## src/sv/txsq_pkg.sv

```systemverilog
// Shared types and constants for the TXSQ message framer.
package txsq_pkg;

    localparam int QUEUE_DEPTH = 4;
    localparam int QUEUE_PTR_W = $clog2(QUEUE_DEPTH);
    localparam int QUEUE_CNT_W = QUEUE_PTR_W + 1;

    localparam int ADDR_W = 24;
    localparam int LEN_W  = 8;
    localparam int BYTE_W = 8;
    localparam int IDX_W  = 5;

    typedef enum logic [1:0] {
        CMD_START,
        CMD_DATA,
        CMD_ERROR
    } t_cmd_kind;

    typedef struct packed {
        t_cmd_kind           kind;
        logic                close;
        logic [BYTE_W-1:0]   data;
    } t_cmd;

endpackage

```

## src/sv/txsq_front.sv

```systemverilog
// Front end: accepts requests, tracks the open frame and issues commands.
module txsq_front (
    input  logic                        i_clk,
    input  logic                        i_rst_n,
    input  logic                        i_accept,
    input  logic                        i_op,
    input  logic [txsq_pkg::BYTE_W-1:0] i_data_byte,
    input  logic [txsq_pkg::LEN_W-1:0]  i_payload_len,
    output txsq_pkg::t_cmd              o_cmd,
    output logic                        o_frame_open
);
    import txsq_pkg::*;

    logic             r_frame_open;
    logic             n_frame_open;
    logic [LEN_W-1:0] r_bytes_sent;
    logic [LEN_W-1:0] n_bytes_sent;
    logic [LEN_W-1:0] w_count;

    assign w_count = r_bytes_sent + LEN_W'(1);

    always_comb begin
        n_frame_open = r_frame_open;
        n_bytes_sent = r_bytes_sent;
        o_cmd.kind   = CMD_ERROR;
        o_cmd.close  = 1'b1;
        o_cmd.data   = i_data_byte;
        if (!i_op) begin
            o_cmd.kind   = CMD_START;
            o_cmd.close  = (i_payload_len == '0);
            n_frame_open = (i_payload_len != '0);
            n_bytes_sent = '0;
        end else if (r_frame_open) begin
            o_cmd.kind  = CMD_DATA;
            o_cmd.close = (w_count >= i_payload_len);
            if (w_count >= i_payload_len) begin
                n_frame_open = 1'b0;
                n_bytes_sent = '0;
            end else begin
                n_bytes_sent = w_count;
            end
        end
    end

    always_ff @(posedge i_clk) begin
        if (!i_rst_n) begin
            r_frame_open <= 1'b0;
            r_bytes_sent <= '0;
        end else if (i_accept) begin
            r_frame_open <= n_frame_open;
            r_bytes_sent <= n_bytes_sent;
        end
    end

    assign o_frame_open = r_frame_open;

endmodule

```

## src/sv/txsq_cmd_queue.sv

```systemverilog
// Small command queue between the front end and the byte emitter.
module txsq_cmd_queue (
    input  logic           i_clk,
    input  logic           i_rst_n,
    input  logic           i_push,
    input  txsq_pkg::t_cmd i_cmd,
    input  logic           i_pop,
    output txsq_pkg::t_cmd o_cmd,
    output logic           o_valid,
    output logic           o_full
);
    import txsq_pkg::*;

    t_cmd                   r_mem [QUEUE_DEPTH];
    logic [QUEUE_PTR_W-1:0] r_wr_ptr;
    logic [QUEUE_PTR_W-1:0] r_rd_ptr;
    logic [QUEUE_CNT_W-1:0] r_count;
    logic                   w_push;
    logic                   w_pop;

    assign o_valid = (r_count != '0);
    assign o_full  = (r_count == QUEUE_CNT_W'(QUEUE_DEPTH));
    assign w_push  = i_push && !o_full;
    assign w_pop   = i_pop && o_valid;
    assign o_cmd   = r_mem[r_rd_ptr];

    always_ff @(posedge i_clk) begin
        if (w_push) begin
            r_mem[r_wr_ptr] <= i_cmd;
        end
    end

    always_ff @(posedge i_clk) begin
        if (!i_rst_n) begin
            r_wr_ptr <= '0;
            r_rd_ptr <= '0;
            r_count  <= '0;
        end else begin
            if (w_push) begin
                r_wr_ptr <= r_wr_ptr + QUEUE_PTR_W'(1);
            end
            if (w_pop) begin
                r_rd_ptr <= r_rd_ptr + QUEUE_PTR_W'(1);
            end
            if (w_push && !w_pop) begin
                r_count <= r_count + QUEUE_CNT_W'(1);
            end else if (w_pop && !w_push) begin
                r_count <= r_count - QUEUE_CNT_W'(1);
            end
        end
    end

endmodule

```

## src/sv/txsq_back.sv

```systemverilog
// Back end: expands commands into frame bytes and keeps the running checksum.
module txsq_back (
    input  logic                        i_clk,
    input  logic                        i_rst_n,
    input  txsq_pkg::t_cmd              i_cmd,
    input  logic                        i_cmd_valid,
    output logic                        o_cmd_pop,
    input  logic [txsq_pkg::ADDR_W-1:0] i_local_addr,
    input  logic [txsq_pkg::ADDR_W-1:0] i_dest_addr,
    input  logic [txsq_pkg::LEN_W-1:0]  i_payload_len,
    output logic                        o_out_valid,
    input  logic                        i_out_stall,
    output logic [txsq_pkg::BYTE_W-1:0] o_frame_byte,
    output logic                        o_last,
    output logic                        o_error
);
    import txsq_pkg::*;

    localparam logic [BYTE_W-1:0] CATEGORY  = 8'h46;
    localparam logic [BYTE_W-1:0] HDR_PAD   = 8'h00;
    localparam logic [BYTE_W-1:0] HDR_TAIL  = 8'hA4;
    localparam logic [LEN_W:0]    LEN_EXTRA = 9'd19;
    localparam logic [IDX_W-1:0]  HDR_LEN   = 5'd18;
    localparam logic [IDX_W-1:0]  HDR_END   = 5'd17;

    logic              r_out_valid;
    logic [BYTE_W-1:0] r_frame_byte;
    logic              r_last;
    logic              r_error;
    logic [IDX_W-1:0]  r_idx;
    logic [BYTE_W-1:0] r_xor;

    logic              w_advance;
    logic              w_emit;
    logic              w_is_ck;
    logic              w_done;
    logic [BYTE_W-1:0] w_hdr_byte;
    logic [BYTE_W-1:0] w_byte;
    logic [BYTE_W-1:0] n_xor;
    logic [LEN_W:0]    w_total;
    logic [LEN_W+3:0]  w_bits;

    assign w_total = {1'b0, i_payload_len} + LEN_EXTRA;
    assign w_bits  = {({1'b0, i_payload_len} + 9'd1), 3'b000};

    always_comb begin
        case (r_idx)
            5'd0:    w_hdr_byte = 8'h24;
            5'd1:    w_hdr_byte = 8'h54;
            5'd2:    w_hdr_byte = 8'h58;
            5'd3:    w_hdr_byte = 8'h53;
            5'd4:    w_hdr_byte = 8'h51;
            5'd5:    w_hdr_byte = {7'd0, w_total[LEN_W]};
            5'd6:    w_hdr_byte = w_total[7:0];
            5'd7:    w_hdr_byte = i_local_addr[23:16];
            5'd8:    w_hdr_byte = i_local_addr[15:8];
            5'd9:    w_hdr_byte = i_local_addr[7:0];
            5'd10:   w_hdr_byte = CATEGORY;
            5'd11:   w_hdr_byte = i_dest_addr[23:16];
            5'd12:   w_hdr_byte = i_dest_addr[15:8];
            5'd13:   w_hdr_byte = i_dest_addr[7:0];
            5'd14:   w_hdr_byte = {4'd0, w_bits[11:8]};
            5'd15:   w_hdr_byte = w_bits[7:0];
            5'd16:   w_hdr_byte = HDR_PAD;
            5'd17:   w_hdr_byte = HDR_TAIL;
            default: w_hdr_byte = HDR_PAD;
        endcase
    end

    always_comb begin
        w_is_ck = 1'b0;
        w_done  = 1'b1;
        w_byte  = '0;
        n_xor   = r_xor;
        case (i_cmd.kind)
            CMD_START: begin
                w_is_ck = (r_idx == HDR_LEN);
                w_done  = w_is_ck || ((r_idx == HDR_END) && !i_cmd.close);
                w_byte  = w_hdr_byte;
                n_xor   = (r_idx == '0) ? w_hdr_byte : (r_xor ^ w_hdr_byte);
            end
            CMD_DATA: begin
                w_is_ck = (r_idx != '0);
                w_done  = w_is_ck || !i_cmd.close;
                w_byte  = i_cmd.data;
                n_xor   = r_xor ^ i_cmd.data;
            end
            default: begin
                w_is_ck = 1'b0;
                w_done  = 1'b1;
                w_byte  = '0;
                n_xor   = r_xor;
            end
        endcase
        if (w_is_ck) begin
            w_byte = r_xor;
            n_xor  = '0;
        end
    end

    assign w_advance = !r_out_valid || !i_out_stall;
    assign w_emit    = w_advance && i_cmd_valid;
    assign o_cmd_pop = w_emit && w_done;

    always_ff @(posedge i_clk) begin
        if (!i_rst_n) begin
            r_out_valid <= 1'b0;
            r_idx       <= '0;
            r_xor       <= '0;
        end else begin
            if (w_advance) begin
                r_out_valid <= i_cmd_valid;
            end
            if (w_emit) begin
                r_idx <= w_done ? '0 : (r_idx + IDX_W'(1));
                r_xor <= n_xor;
            end
        end
    end

    always_ff @(posedge i_clk) begin
        if (w_emit) begin
            r_frame_byte <= w_byte;
            r_last       <= w_is_ck || (i_cmd.kind == CMD_ERROR);
            r_error      <= (i_cmd.kind == CMD_ERROR);
        end
    end

    assign o_out_valid  = r_out_valid;
    assign o_frame_byte = r_frame_byte;
    assign o_last       = r_last;
    assign o_error      = r_error;

endmodule

```

## src/sv/txsq_message_framer.sv

```systemverilog
// Top level of the TXSQ message framer: configuration registers and wiring.
// A payload request passes through the command queue and the output register; one byte leaves per cycle unless stalled.
// A start request yields 18 header bytes (19 with zero length) from the byte emitter, one a cycle unless stalled.
// A payload byte that closes the frame is followed by the checksum byte; all others give one byte.
// A four-entry command queue lets requests keep arriving while the emitter works through headers.
// Synchronous active-low reset clears the frame state, the queue and the output valid.
module txsq_message_framer (
    input  logic                        i_clk,
    input  logic                        i_rst_n,
    input  logic                        i_cfg_valid,
    output logic                        o_cfg_ready,
    input  logic [1:0]                  i_cfg_index,
    input  logic [txsq_pkg::ADDR_W-1:0] i_cfg_data,
    input  logic                        i_in_valid,
    output logic                        o_in_stall,
    input  logic                        i_op,
    input  logic [txsq_pkg::BYTE_W-1:0] i_data_byte,
    output logic                        o_out_valid,
    input  logic                        i_out_stall,
    output logic [txsq_pkg::BYTE_W-1:0] o_frame_byte,
    output logic                        o_last,
    output logic                        o_error
);
    import txsq_pkg::*;

    localparam logic [1:0]        REG_LOCAL_ADDR = 2'd0;
    localparam logic [1:0]        REG_DEST_ADDR  = 2'd1;
    localparam logic [1:0]        REG_PAYLOAD    = 2'd2;
    localparam logic [ADDR_W-1:0] LOCAL_RESET    = 24'h04E3C8;

    logic [ADDR_W-1:0] r_local_addr;
    logic [ADDR_W-1:0] r_dest_addr;
    logic [LEN_W-1:0]  r_payload_len;

    logic w_in_accept;
    logic w_full;
    logic w_cmd_valid;
    logic w_cmd_pop;
    logic w_frame_open;
    t_cmd w_front_cmd;
    t_cmd w_head_cmd;

    assign o_cfg_ready = 1'b1;

    always_ff @(posedge i_clk) begin
        if (!i_rst_n) begin
            r_local_addr  <= LOCAL_RESET;
            r_dest_addr   <= '0;
            r_payload_len <= '0;
        end else if (i_cfg_valid) begin
            case (i_cfg_index)
                REG_LOCAL_ADDR: r_local_addr  <= i_cfg_data;
                REG_DEST_ADDR:  r_dest_addr   <= i_cfg_data;
                REG_PAYLOAD:    r_payload_len <= i_cfg_data[LEN_W-1:0];
                default:        r_payload_len <= r_payload_len;
            endcase
        end
    end

    assign o_in_stall  = w_full;
    assign w_in_accept = i_in_valid && !w_full;

    txsq_front u_front (
        .i_clk         (i_clk),
        .i_rst_n       (i_rst_n),
        .i_accept      (w_in_accept),
        .i_op          (i_op),
        .i_data_byte   (i_data_byte),
        .i_payload_len (r_payload_len),
        .o_cmd         (w_front_cmd),
        .o_frame_open  (w_frame_open)
    );

    txsq_cmd_queue u_queue (
        .i_clk   (i_clk),
        .i_rst_n (i_rst_n),
        .i_push  (w_in_accept),
        .i_cmd   (w_front_cmd),
        .i_pop   (w_cmd_pop),
        .o_cmd   (w_head_cmd),
        .o_valid (w_cmd_valid),
        .o_full  (w_full)
    );

    txsq_back u_back (
        .i_clk         (i_clk),
        .i_rst_n       (i_rst_n),
        .i_cmd         (w_head_cmd),
        .i_cmd_valid   (w_cmd_valid),
        .o_cmd_pop     (w_cmd_pop),
        .i_local_addr  (r_local_addr),
        .i_dest_addr   (r_dest_addr),
        .i_payload_len (r_payload_len),
        .o_out_valid   (o_out_valid),
        .i_out_stall   (i_out_stall),
        .o_frame_byte  (o_frame_byte),
        .o_last        (o_last),
        .o_error       (o_error)
    );

    a_error_is_last: assert property (@(posedge i_clk) disable iff (!i_rst_n)
        (o_out_valid && o_error) |-> (o_last && (o_frame_byte == '0)))
        else $error("Error result must be a zero byte marked last.");

    a_zero_len_closes: assert property (@(posedge i_clk) disable iff (!i_rst_n)
        (w_in_accept && !i_op && (r_payload_len == '0)) |=> !w_frame_open)
        else $error("A zero-length start request must leave no frame open.");

    a_emitter_fills: assert property (@(posedge i_clk) disable iff (!i_rst_n)
        (!o_out_valid && w_cmd_valid) |=> o_out_valid)
        else $error("A queued command must reach an empty output register.");

endmodule
```

## config.mk

```make
export PLATFORM = sky130hd
export DESIGN_NAME = txsq_message_framer
export DESIGN_NICKNAME = d
export VERILOG_FILES = /design/src/sv/txsq_pkg.sv /design/src/sv/txsq_front.sv /design/src/sv/txsq_cmd_queue.sv /design/src/sv/txsq_back.sv /design/src/sv/txsq_message_framer.sv
export SDC_FILE = /design/constraint.sdc
export NUM_CORES = 1
export LEC_CHECK = 0
export ABC_CLOCK_PERIOD_IN_PS = 2950
export BUFFER_PORTS_ARGS = -buffer_cell sky130_fd_sc_hd__buf_2
export CAP_MARGIN = 0
export CORE_MARGIN = 10
export CORE_UTILIZATION = 55
export CTS_BUF_LIST = sky130_fd_sc_hd__clkbuf_8 sky130_fd_sc_hd__clkbuf_16
export DETAILED_ROUTE_END_ITERATION = 10
export GPL_TIMING_DRIVEN = 0
export PLACE_DENSITY = 0.8
export RECOVER_POWER = 25
export SYNTH_ARGS = -nofsm -noshare
export SYNTH_HDL_FRONTEND = slang
export SYNTH_SLANG_ARGS = --single-unit
```

## constraint.sdc

```tcl
create_clock -name i_clk -period 2.95 [get_ports i_clk]
set_input_delay 0.59 -clock i_clk [delete_from_list [all_inputs] [get_ports i_clk]]
set_output_delay 0.59 -clock i_clk [all_outputs]
set_load 0.01 [all_outputs]
```

Word level (Yosys, flattened, before mapping):

Memory sizes are Yosys's and may differ from the RTL's. A register that Yosys moved wholly into a read port is not among the register bits.
Cells that the tools add are included.

* bitwise operators: 2
* equal/unequal tests: 23
* reductions and logical operators: 32
* magnitude comparators: 1
* add/subtract/negate cells: 8
* mux-type cells: 23

Operators with widths (count)
* $pmux W8 S17: 1
* $mux W8: 6
* $eq A5 B4 Y1 const B: 8
* $pmux W8 S2: 2
* $eq A5 B3 Y1 const B: 4
* $xor A8 B8 Y8: 2
* $mux W3: 4
* $eq A5 B2 Y1 const B: 2
* $eq A5 B5 Y1 const B: 2
* $reduce_and A2 Y1: 5
* $add A8 B1 Y9 const B: 1
* $add A8 B5 Y9 const B: 1
* $add A8 B1 Y8 const B: 1
* $ge A8 B8 Y1: 1
* $logic_and A1 B1 Y1: 8
* $logic_not A8 Y1: 1
* $reduce_bool A8 Y1: 1
* $logic_not A1 Y1: 6
* $reduce_bool A3 Y1: 2
* $add A5 B1 Y5 const B: 1
* $eq A5 B1 Y1 const B: 1
* $logic_not A5 Y1: 1
* $mux W1: 5
* $mux W5: 1
* 13 further kinds: 22

* logic and storage cells: 104
* RAM bits: 44
* input port bits: 40
* register bits: 96
* memories: 1

Memories
* u_queue.r_mem: words 4, width 11, read ports 1, clocked after Yosys merged registers in 1, wr ports 1, RTL line txsq_cmd_queue.sv:14 `t_cmd r_mem [QUEUE_DEPTH];`

Longest topological paths before layout:

Gate-level depths: netlist of the first run.

* word-level depth: 9
* mapped depth: 12
* gate-level depth less buffers: 12

Cells and area by module:

Synthesis of the first run repeated with hierarchy kept, for this count alone.

* cells, all modules: 755
* area, all modules: 7676.1 um^2

Modules (own cells, without submodules)
* txsq_back: seq. area each 580.6 um^2, cells each 328, instances 1, area an instance 2562.5 um^2
* txsq_message_framer: seq. area each 1121.1 um^2, cells each 227, instances 1, area an instance 2240.9 um^2
* txsq_cmd_queue: seq. area each 1501.4 um^2, cells each 105, instances 1, area an instance 2072.0 um^2
* txsq_front: seq. area each 180.2 um^2, cells each 95, instances 1, area an instance 800.8 um^2

Least setup slack after synthesis of the first run:

OpenSTA, ideal clock, no wires.

* path kind: input to register
* start point: input i_out_stall
* end point: register u_queue.r_count[2]
* stages: 9
* data required time: 2874 ps
* arrival time: 2798 ps
* library setup time: 76 ps
* path buffers: 0
* slack: 76 ps
* cells stage by stage: and2_1 nor2_1 o221ai_4 ha_1 inv_1 fa_1 xor2_1 or3_1 a21boi_0

* longest elaborated chain between the ends: 8
* elaborated cells on any way between the ends: 10
* those cells by class: 1 x mux; 9 x reduce/logical

RTL lines
* from (decl): RTL line txsq_message_framer.sv:19 `input logic i_out_stall,`
* $logic_not A1 Y1 *: RTL line txsq_back.sv:101 `assign w_advance = !r_out_valid || !i_out_stall;`
* $logic_or A1 B1 Y1 *: RTL line txsq_back.sv:101
* $logic_and A1 B1 Y1 *: RTL line txsq_back.sv:102 `assign w_emit = w_advance && i_cmd_valid;`
* via u_back.w_emit: RTL line txsq_back.sv:34 `logic w_emit;`
* $logic_and A1 B1 Y1 *: RTL line txsq_back.sv:103 `assign o_cmd_pop = w_emit && w_done;`
* $logic_and A1 B1 Y1 *: RTL line txsq_cmd_queue.sv:24 `assign w_pop = i_pop && o_valid;`
* $logic_not A1 Y1: RTL line txsq_cmd_queue.sv:45 `if (w_push && !w_pop) begin`
* $logic_and A1 B1 Y1: RTL line txsq_cmd_queue.sv:45
* $mux W3 / $reduce_bool A2 Y1 (equally long branches)
* to (signal assigned): RTL line txsq_cmd_queue.sv:46 `r_count <= r_count + QUEUE_CNT_W'(1);`
* to (signal assigned): RTL line txsq_cmd_queue.sv:48 `r_count <= r_count - QUEUE_CNT_W'(1);`
* to (decl): RTL line txsq_cmd_queue.sv:17 `logic [QUEUE_CNT_W-1:0] r_count;`

Mark *: on every way through the listed nets, which the timed path passes. The rest lies on a longest branch.
A chain may end at the register's enable or synchronous reset.

==> impl_metrics.ini, run 1 <==
[outcome]
status = finished clean

[logic_synthesis]
ys_ff_latch = 142
synth-main-ff-cell = dfxtp_1
synth_edf_count = 54
synth_top_family_by_area = simple AND/OR/NAND/NOR gates
muxShareOfSynthArea_pct = 6.82
synth_compound_area_share_pct = 17.7
yosys.area_share.simple_pct = 18.2
synth_xor_area_share_pct = 2.91
synth_warnings = 0
synth_cells = 736
ys_seq_area_share_pct = 46.8
synth_nets = 798
synthDistinctLibCells = 73
async_reset_ff_share_pct = 0
synth_fa_ha_area_share_pct = 3.91
syn_area_per_cell_sq_um = 9.82
mappedNetlistArea_sq_mm = 0.00723

[timing]
slew_headroom_pct = 41.6
hold_viol = 0
hold_slack_ns = 0.399
grt_setup_unrepaired = no
tightest_slew_ns = 0.864
final.min_clock_period_ns = 2.84
timing.final.crit_share_pct = 96.2
finalSetupViolations = 0
drv_slew = 0
max_freq_mhz = 352
finalClockSkew_ns = 0.00543

[routing]
viasPerCell = 6.04
vias = 6000
wl_microns = 19800
drt_first_pass_iters = 5
drc_errors = 0
drt_iter0_markers = 594
drtAntennaViolNets = 0
post_drt_wl_per_cell_microns = 19.9

[min_path]
hp-start = i_cfg_data[9]
hold_path.class = input pin to register

[pwr]
power_density_mw_per_mm2 = 819
p_total_w = 0.00688
ir_drop_mv = 0.516
cellLeakagePower_nw = 3.09

[clock_tree]
htreeDepth = 4
cts_root_buf = clkbuf_16
path_clk_slew_ns = 0.06
clkLatencyLatePin_ns = 0.42
cts_tree = done
cts_buffer_depth = 2
cts.sinks = 142
cts_made_buffers = 17

[global_routing]
met2_usage_pct = 35.2
grt_util_met1_pct = 27.9
grt_pass1_vias = 5866
grt.total_usage_pct = 22.0
grt_max_degree = 18
top_usage_layer = met2
met3_usage_pct = 5.04
grt_pass1_wl_microns = 31400
antenna_found_initial = 0
overflow = 0

[placement]
place.gp.congestion = 0.954
numPortBuffers = 50
dp_hpwl_microns = 14300

[setup_path]
cp_data_required_time_ns = 3.30
crit_type = register to register
path_max_fanout = 4
endpoint_kind = register
start_kind = register
critical_path_arrival_ns = 3.19
max_stage_delay_ns = 0.56
crit_path_top_delay_cell = mux4_2
path_cells = mux4_2, a31oi_4, o21ai_1, o221ai_4, ha_4, inv_1, fa_1, xor2_1, or3_1, a21boi_0
regToRegSetupSlack_ns = 0.11

[die]
die_w_microns = 135
die-area_sq_mm = 0.0181
coreArea_sq_mm = 0.0128
die-height_microns = 135
initial_core_util_pct = 56.6
row_count = 41
io_pins = 53

[final_layout]
nFillCells = 1035
n_antenna_cell = 0
multi_input_area_sq_mm = 0.00363
post_route_cells_drive_above_1_share_pct = 15.2
syn_to_final_growth_pct = 16.2
regArea_sq_mm = 0.00339
fin_nets = 871

[run]
maxCapViolCount = 0
-- worst paths after layout --
path | end | depth (start not counted)
worst max-delay path | u_queue.r_count[2] | 10
worst max register to register | u_queue.r_count[2] | 10
worst min register to register | r_local_addr[11] | 2
worst min-delay path | r_local_addr[9] | 3
-- layout make-up --
cell class                      instances  share of cell area (%)
Inverter                               20                   0.894
Multi-Input combinational cell        531                    43.3
Timing Repair Buffer                   55                    3.28
Clock inverter                         15                    2.37
Tap cell                              172                    2.56
Buffer                                 42                    2.25
Sequential cell                       142                    40.3
Clock buffer                           17                    5.06
-- cell usage in the layout, fill, tap and decap left out, drive strengths merged, types with 6 or more instances in the layout --
master / instances
a21o: 10
a21oi: 19
a211oi: 8
xor2: 6
nand2: 134
mux2i: 23
nor2: 30
dfxtp: 88
inv: 23
nand2b: 11
nand3: 26
a31oi: 8
o21ai: 23
edfxtp: 54
xnor2: 18
and2: 9
ha: 21
buf: 62
o221ai: 8
o21a: 7
nor2b: 18
clkbuf: 52
and3: 7
mux4: 11
a21boi: 43
o211ai: 12
-- per-stage QoR --
stage | instance area [sq um] | TNS (ns) | setup WS, ns | std cells | utilization [%]
after floorplan | 7230 | 0 | 0.0760 | 736 | -
after global placement | 7700 | -1.17 | -0.461 | 958 | 60.3
after detailed placement | 7700 | -1.19 | -0.551 | 958 | 60.3
after CTS | 8370 | 0 | 0.000776 | 992 | 65.5
after global routing | 8400 | 0 | 0.00374 | 994 | 65.8
final | 8400 | 0 | 0.113 | 994 | 65.8
-- worst max-delay path: cells and delay by family (launching register included) --
family | cells | cell delay [ns]
fa+ha+maj | 2 | 0.56
mux | 1 | 0.56
simple gates | 1 | 0.31
compound gates | 4 | 0.74
buf+inv | 1 | 0.05
flops | 1 | 0.37
xor+xnor | 1 | 0.16
-- sequential cells by signal, summed over array words and instances, names as in the netlist, named ones only --
name                  cells
u_front.r_bytes_sent      8
r_payload_len             8
u_queue.r_rd_ptr          2
r_dest_addr              24
u_back.r_idx              5
u_back.o_out_valid        1
u_back.o_last             1
u_front.o_frame_open      1
u_back.r_xor              8
u_back.o_frame_byte       8
r_local_addr             24
u_queue.r_count           3
u_queue.r_mem            44
u_queue.r_wr_ptr          2
u_back.o_error            1
-- per-layer routing --
metal,share of wire [%],wire [microns],up-vias
li1,-,-,2807
met1,43,8540,2931
met2,47,9400,223
met3,6.6,1310,39
met4,2.7,543,0
met5,0,0,-
-- cells in the mapped netlist, drive strengths merged (3+ instances only) --
library cell / n / area [sq um]
mux2i: 23 / 230
o21a: 7 / 52.6
and2: 9 / 56.3
nor4: 3 / 18.8
or2: 5 / 31.3
nand3: 26 / 130
edfxtp: 54 / 1620
xor2: 6 / 52.6
nor3b: 4 / 30.0
a21boi: 43 / 323
nand4: 4 / 25.0
inv: 19 / 71.3
clkbuf: 26 / 97.6
a32o: 5 / 50.1
o221ai: 8 / 87.6
a22oi: 3 / 22.5
nand2b: 11 / 68.8
ha: 21 / 263
mux4: 11 / 252
dfxtp: 88 / 1760
xnor2: 18 / 158
a21oi: 19 / 98.9
o2bb2ai: 4 / 35.0
nand3b: 4 / 30.0
a31oi: 8 / 56.3
a22o: 3 / 26.3
buf: 17 / 91.3
or3: 5 / 31.3
nand2: 134 / 503
o21ai: 23 / 119
nor2b: 18 / 113
and3b: 3 / 26.3
a211oi: 8 / 65.1
a21o: 10 / 75.1
o211ai: 12 / 90.1
and3: 7 / 43.8
nor2: 30 / 113
nor3: 5 / 25.0
-- what timing repair did --
action,4_1_cts,5_1_grt
setup endpoints to repair,4,13
hold buffers,0,0
gates cloned,0,0
pin swaps,1,3
resized for setup,8,10
setup buffers,3,2
-- cell families after synthesis --
kind of cell / count (synthesis)
other cells: 1
simple gates: 276
xor+xnor: 24
buf+inv: 63
flops: 142
mux: 35
fa+ha+maj: 22
compound gates: 173
-- power by group --
group	switching (W)	internal (W)	total (W)
combinational	0.00128	0.000835	0.00212
sequential	0.000161	0.00234	0.00250
clock	0.000848	0.00141	0.00226
total	0.00229	0.00459	0.00688
(Power assumes the default switching activity.)
==> inputs of run 2 (changes only) <==
CORE_ASPECT_RATIO = 1.25   (was unset)
==> run 2 against run 1 <==
Net effect: hold slack lost 0.0034 ns; non-clock buffer count shrank 2; sequential power is essentially flat; wire length shrank 3.4%; first-iteration DRC count shrank 25%; cell count shrank 0.60%; critical path type unchanged; largest cell class unchanged.
==> impl_metrics.ini, run 2 (same netlist as run 1, synthesis figures left out) <==
[outcome]
status = finished clean

[setup_path]
path_cells = mux4_2, nand2b_1, buf_2, o221ai_4, ha_4, inv_1, fa_1, xor2_1, or3_1, a21boi_0
max_stage_delay_ns = 0.48
critPathTopFamily = adder cells
cp_data_required_time_ns = 3.29
critPathBufInv = 2
crit_type = register to register
crit_path_top_delay_cell = mux4_2
endpoint_kind = register
start_kind = register
regToRegSetupSlack_ns = 0.10
critical_path_arrival_ns = 3.19
path_max_fanout = 9

[final_layout]
nFillCells = 1060
multi_input_area_sq_mm = 0.00364
regArea_sq_mm = 0.00339
largest_reg_flops = 44
fin_nets = 869
post-route-util_pct = 65.2
final_common_cell = nand2_1
stdcell_count = 988
n_antenna_cell = 0
syn_to_final_growth_pct = 15.2
reg_top3 = u_queue.r_mem (44), r_dest_addr (24), r_local_addr (24)
regMostFlops = u_queue.r_mem
post_route_cells_drive_above_1_share_pct = 15.5
layout_common_cells = nand2_1 (134), dfxtp_1 (86), buf_2 (54), edfxtp_1 (54), a21boi_0 (43)

[timing]
tightest_slew_ns = 0.880
hold_slack_ns = 0.396
hold_viol = 0
timing.final.crit_share_pct = 96.5
drv_slew = 0
finalSetupViolations = 0
setup_slack_ns = 0.103
slew_headroom_pct = 41.3
max_freq_mhz = 351
final.min_clock_period_ns = 2.85
finalClockSkew_ns = 0.00853

[routing]
drtAntennaViolNets = 0
viasPerCell = 5.97
post_drt_wl_per_cell_microns = 19.4
drc_errors = 0
wl_microns = 19100
vias = 5899
drt_first_pass_iters = 5
drt_iter0_markers = 443

[clock_tree]
cts_made_buffers = 17
path_clk_slew_ns = 0.06
cts_buffer_depth = 2
cts.sinks = 142
clkLatencyLatePin_ns = 0.43
cts_root_buf = clkbuf_16
htreeDepth = 4
cts_tree = done

[global_routing]
grt_pass1_wl_microns = 30700
grt_pass1_vias = 5825
met3_usage_pct = 5.38
overflow = 0
grt_util_met1_pct = 26.1
antenna_found_initial = 0
grt.total_usage_pct = 21.4
grt_max_degree = 18
met2_usage_pct = 35.1
top_usage_layer = met2

[pwr]
p_total_w = 0.00662
comb_power_share_pct = 31.5
power_frac_seq_pct = 37.7
p_int_w = 0.00434
p_sw_w = 0.00229
clkPwrFrac_pct = 30.8
ir_drop_mv = 0.588
swShare_pct = 34.5
cellLeakagePower_nw = 3.05
power_density_mw_per_mm2 = 795

[die]
io_pins = 53
row_count = 46
die-area_sq_mm = 0.0182
coreArea_sq_mm = 0.0128
die-height_microns = 148
initial_core_util_pct = 56.6
die_w_microns = 123

[placement]
dp_hpwl_microns = 14000
numPortBuffers = 50
place.gp.congestion = 0.979
post-place-ws_ns = -0.638
dp_cells = 954

[min_path]
hold_path.class = input pin to register

[run]
maxCapViolCount = 0
## run 2: timing repair
item                       CTS  global route
setup endpoints to repair    2            10
hold buffers                 0             0
buffers inserted             4             0
gates resized for setup      8            11
hold endpoints to repair     0             0
pin swaps                    1             1
## run 2: worst paths after layout
kind	from	end	cells after the start
min	i_cfg_data[9]	r_local_addr[9]	3
max reg2reg	u_queue.r_mem[2][10]	u_queue.r_count[2]	10
min reg2reg	r_dest_addr[19]	r_dest_addr[19]	2
max	u_queue.r_mem[2][10]	u_queue.r_count[2]	10
## run 2: layout make-up
cell class | instances | share of cell area, %
buffer | 41 | 2.18
clock buffer | 17 | 5.11
clock inverter | 15 | 1.70
inverter | 20 | 0.901
multi-input combinational | 531 | 43.7
sequential | 142 | 40.7
tap | 168 | 2.52
timing repair buffer | 54 | 3.23
## run 2: per-stage QoR
step	area, sq um	setup TNS (ns)
3_5_place_dp	7690	-1.40
3_3_place_gp	7690	-0.946
2_1_floorplan	7230	0
6_report	8330	0
4_1_cts	8310	0
5_1_grt	8330	-0.0122
## run 2: power groups by stage
stage / Sequential [W] / Clock, W / Combinational [W]
2_1_floorplan: 0.00253 / 0 / 0.00136
3_3_place_gp: 0.00251 / 0 / 0.00192
3_5_place_dp: 0.00253 / 0 / 0.00197
4_1_cts: 0.00249 / 0.00207 / 0.00204
5_1_grt: 0.00253 / 0.00215 / 0.00228
6_report: 0.00250 / 0.00204 / 0.00208
## run 2: layer usage
layer / wire, microns / up-vias
li1: - / 2812
met5: 0 / -
met3: 1300 / 43
met1: 7900 / 2832
met2: 9330 / 212
met4: 591 / 0
## run 2: worst register-to-register path: cells and delay by family, from the launching register on
family,cells,cell delay [ns]
buf+inv,2,0.25
fa+ha+maj,2,0.55
simple gates,2,0.46
flops,1,0.40
mux,1,0.48
compound gates,2,0.44
xor+xnor,1,0.17
==> inputs of run 3 (changes only) <==
PLACE_DENSITY = 0.83   (was 0.8)
==> run 3 against run 2 <==
Net effect: combinational power barely moved; wire length is 6.0% higher; die area is the same; design area grew 0.65%; count of clock-buffer cells in the layout unchanged; utilization up 0.42 points; total power grew 3.3%; cell count stayed put; non-clock buffer count did not move; global-route usage increased by 0.80 points; sequential share of layout area shrank 0.26 points; critical endpoint unchanged; largest cell class unchanged; largest power group unchanged.
==> impl_metrics.ini, run 3 (same netlist as run 1, synthesis figures left out) <==
[setup_path]
crit_path_top_delay_cell = mux4_2
crit_type = register to register
endpoint_kind = register
path_cells = mux4_2, nand2b_1, buf_2, o221ai_4, ha_4, inv_1, fa_1, xor2_1, or3_1, a21boi_1
start_kind = register
path_max_fanout = 9
cp_data_required_time_ns = 3.30
critical_path_arrival_ns = 3.16
max_stage_delay_ns = 0.52

[clock_tree]
cts_made_buffers = 17
cts_tree = done
cts.sinks = 142
cts_root_buf = clkbuf_16
clkLatencyLatePin_ns = 0.42
path_clk_slew_ns = 0.07
hold_buffers = 0
cts_buffer_depth = 2
htreeDepth = 4

[pwr]
comb_power_share_pct = 30.8
ir_drop_mv = 0.670
swShare_pct = 34.9
clkPwrFrac_pct = 32.6
power_density_mw_per_mm2 = 815
p_sw_w = 0.00238
p_int_w = 0.00445
p_total_w = 0.00684
power_frac_seq_pct = 36.6
cellLeakagePower_nw = 3.08

[die]
coreArea_sq_mm = 0.0128
die-height_microns = 148
io_pins = 53
row_count = 46
die_w_microns = 123
die-area_sq_mm = 0.0182
initial_core_util_pct = 56.6

[final_layout]
regMostFlops = u_queue.r_mem
n_antenna_cell = 0
syn_to_final_growth_pct = 16.0
post_route_cells_drive_above_1_share_pct = 15.9
fin_nets = 869
final_common_cell = nand2_1
reg_top3 = u_queue.r_mem (44), r_dest_addr (24), r_local_addr (24)
largest_reg_flops = 44
layout_common_cells = nand2_1 (134), dfxtp_1 (86), edfxtp_1 (54)

[global_routing]
antenna_found_initial = 0
overflow = 0
grt_max_degree = 18
grt_pass1_wl_microns = 31800
grt.total_usage_pct = 22.2
grt_pass1_vias = 5955

[timing]
setup_slack_ns = 0.138
grt_setup_unrepaired = no
tightest_slew_ns = 0.907
hold_viol = 0
hold_slack_ns = 0.399
finalClockSkew_ns = 0.00966
max_freq_mhz = 356
timing.final.crit_share_pct = 95.3
final.min_clock_period_ns = 2.81
drv_slew = 0
finalSetupViolations = 0
slew_headroom_pct = 39.5

[routing]
viasPerCell = 6.08
drt_iter0_markers = 487
wl_microns = 20300
drc_errors = 0
drt_first_pass_iters = 5
vias = 6011
post_drt_wl_per_cell_microns = 20.5
drtAntennaViolNets = 0

[min_path]
hold_path.class = input pin to register

[placement]
place.gp.congestion = 0.961
post-place-ws_ns = -0.604
dp_hpwl_microns = 14300
numPortBuffers = 50

[outcome]
status = finished clean

[run]
maxCapViolCount = 0
[run 3: changes by cell type in the layout (fill, tap and decap cells not counted), moves of 2 or more]
cell        before  now
inv_8            1    6
inv_1           21   19
clkinvlp_4       3    1
clkinv_4         4    1
[run 3: cell type report]
class                           count  area [sq um]
Fill cell                        1026          4390
Multi-Input combinational cell    531          3650
Sequential cell                   142          3390
Clock buffer                       17           425
Timing Repair Buffer               53           262
Tap cell                          168           210
Buffer                             42           189
Clock inverter                     15           188
Inverter                           20          75.1
[run 3: power groups by stage]
stage | combinational, W | clock (W) | sequential (W)
6_report | 0.00210 | 0.00223 | 0.00250
4_1_cts | 0.00204 | 0.00224 | 0.00249
3_3_place_gp | 0.00192 | 0 | 0.00251
5_1_grt | 0.00228 | 0.00233 | 0.00253
3_5_place_dp | 0.00197 | 0 | 0.00253
2_1_floorplan | 0.00136 | 0 | 0.00253
[run 3: repair_timing]
| action | in CTS | in global routing |
|---|---|---|
| gates resized for setup | 8 | 15 |
| cloned | 0 | 0 |
| endpoints found under the setup margin | 7 | 12 |
| buffers inserted | 3 | 0 |
| pin swaps | 1 | 1 |
[run 3: per-layer routing]
| metal | GRT usage (%) | vias up | routed length, microns |
|---|---|---|---|
| li1 | - | 2804 | - |
| met1 | 27.6 | 2909 | 8190 |
| met2 | 37.4 | 260 | 10200 |
| met3 | 3.98 | 38 | 1310 |
| met4 | 8.09 | 0 | 542 |
| met5 | 0 | - | 0 |
[run 3: worst paths after layout]
kind,start,endpoint,slack [ns],cells past startpoint
hold reg to reg,r_dest_addr[5],r_dest_addr[5],0.47,2
setup reg to reg,u_queue.r_mem[3][10],u_queue.r_count[2],0.14,10
setup / recovery,u_queue.r_mem[3][10],u_queue.r_count[2],0.14,10
hold / removal,i_cfg_data[14],r_local_addr[14],0.40,3
[run 3: per-stage QoR]
stage | area [sq um] | TNS (ns) | util, % | cells
floorplan | 7230 | 0 | - | 736
detailed placement | 7690 | -1.61 | 60.2 | 954
CTS | 8350 | 0 | 65.4 | 988
global route | 8390 | 0 | 65.6 | 988
global placement | 7690 | -1.31 | 60.2 | 954
finish | 8390 | 0 | 65.6 | 988
[run 3: worst max-delay path, delay by kind of cell (launching register included)]
kind	cells	cell delay (ns)
mux	1	0.52
flops	1	0.43
fa+ha+maj	2	0.54
compound gates	2	0.37
buf+inv	2	0.25
xor+xnor	1	0.16
simple gates	2	0.46
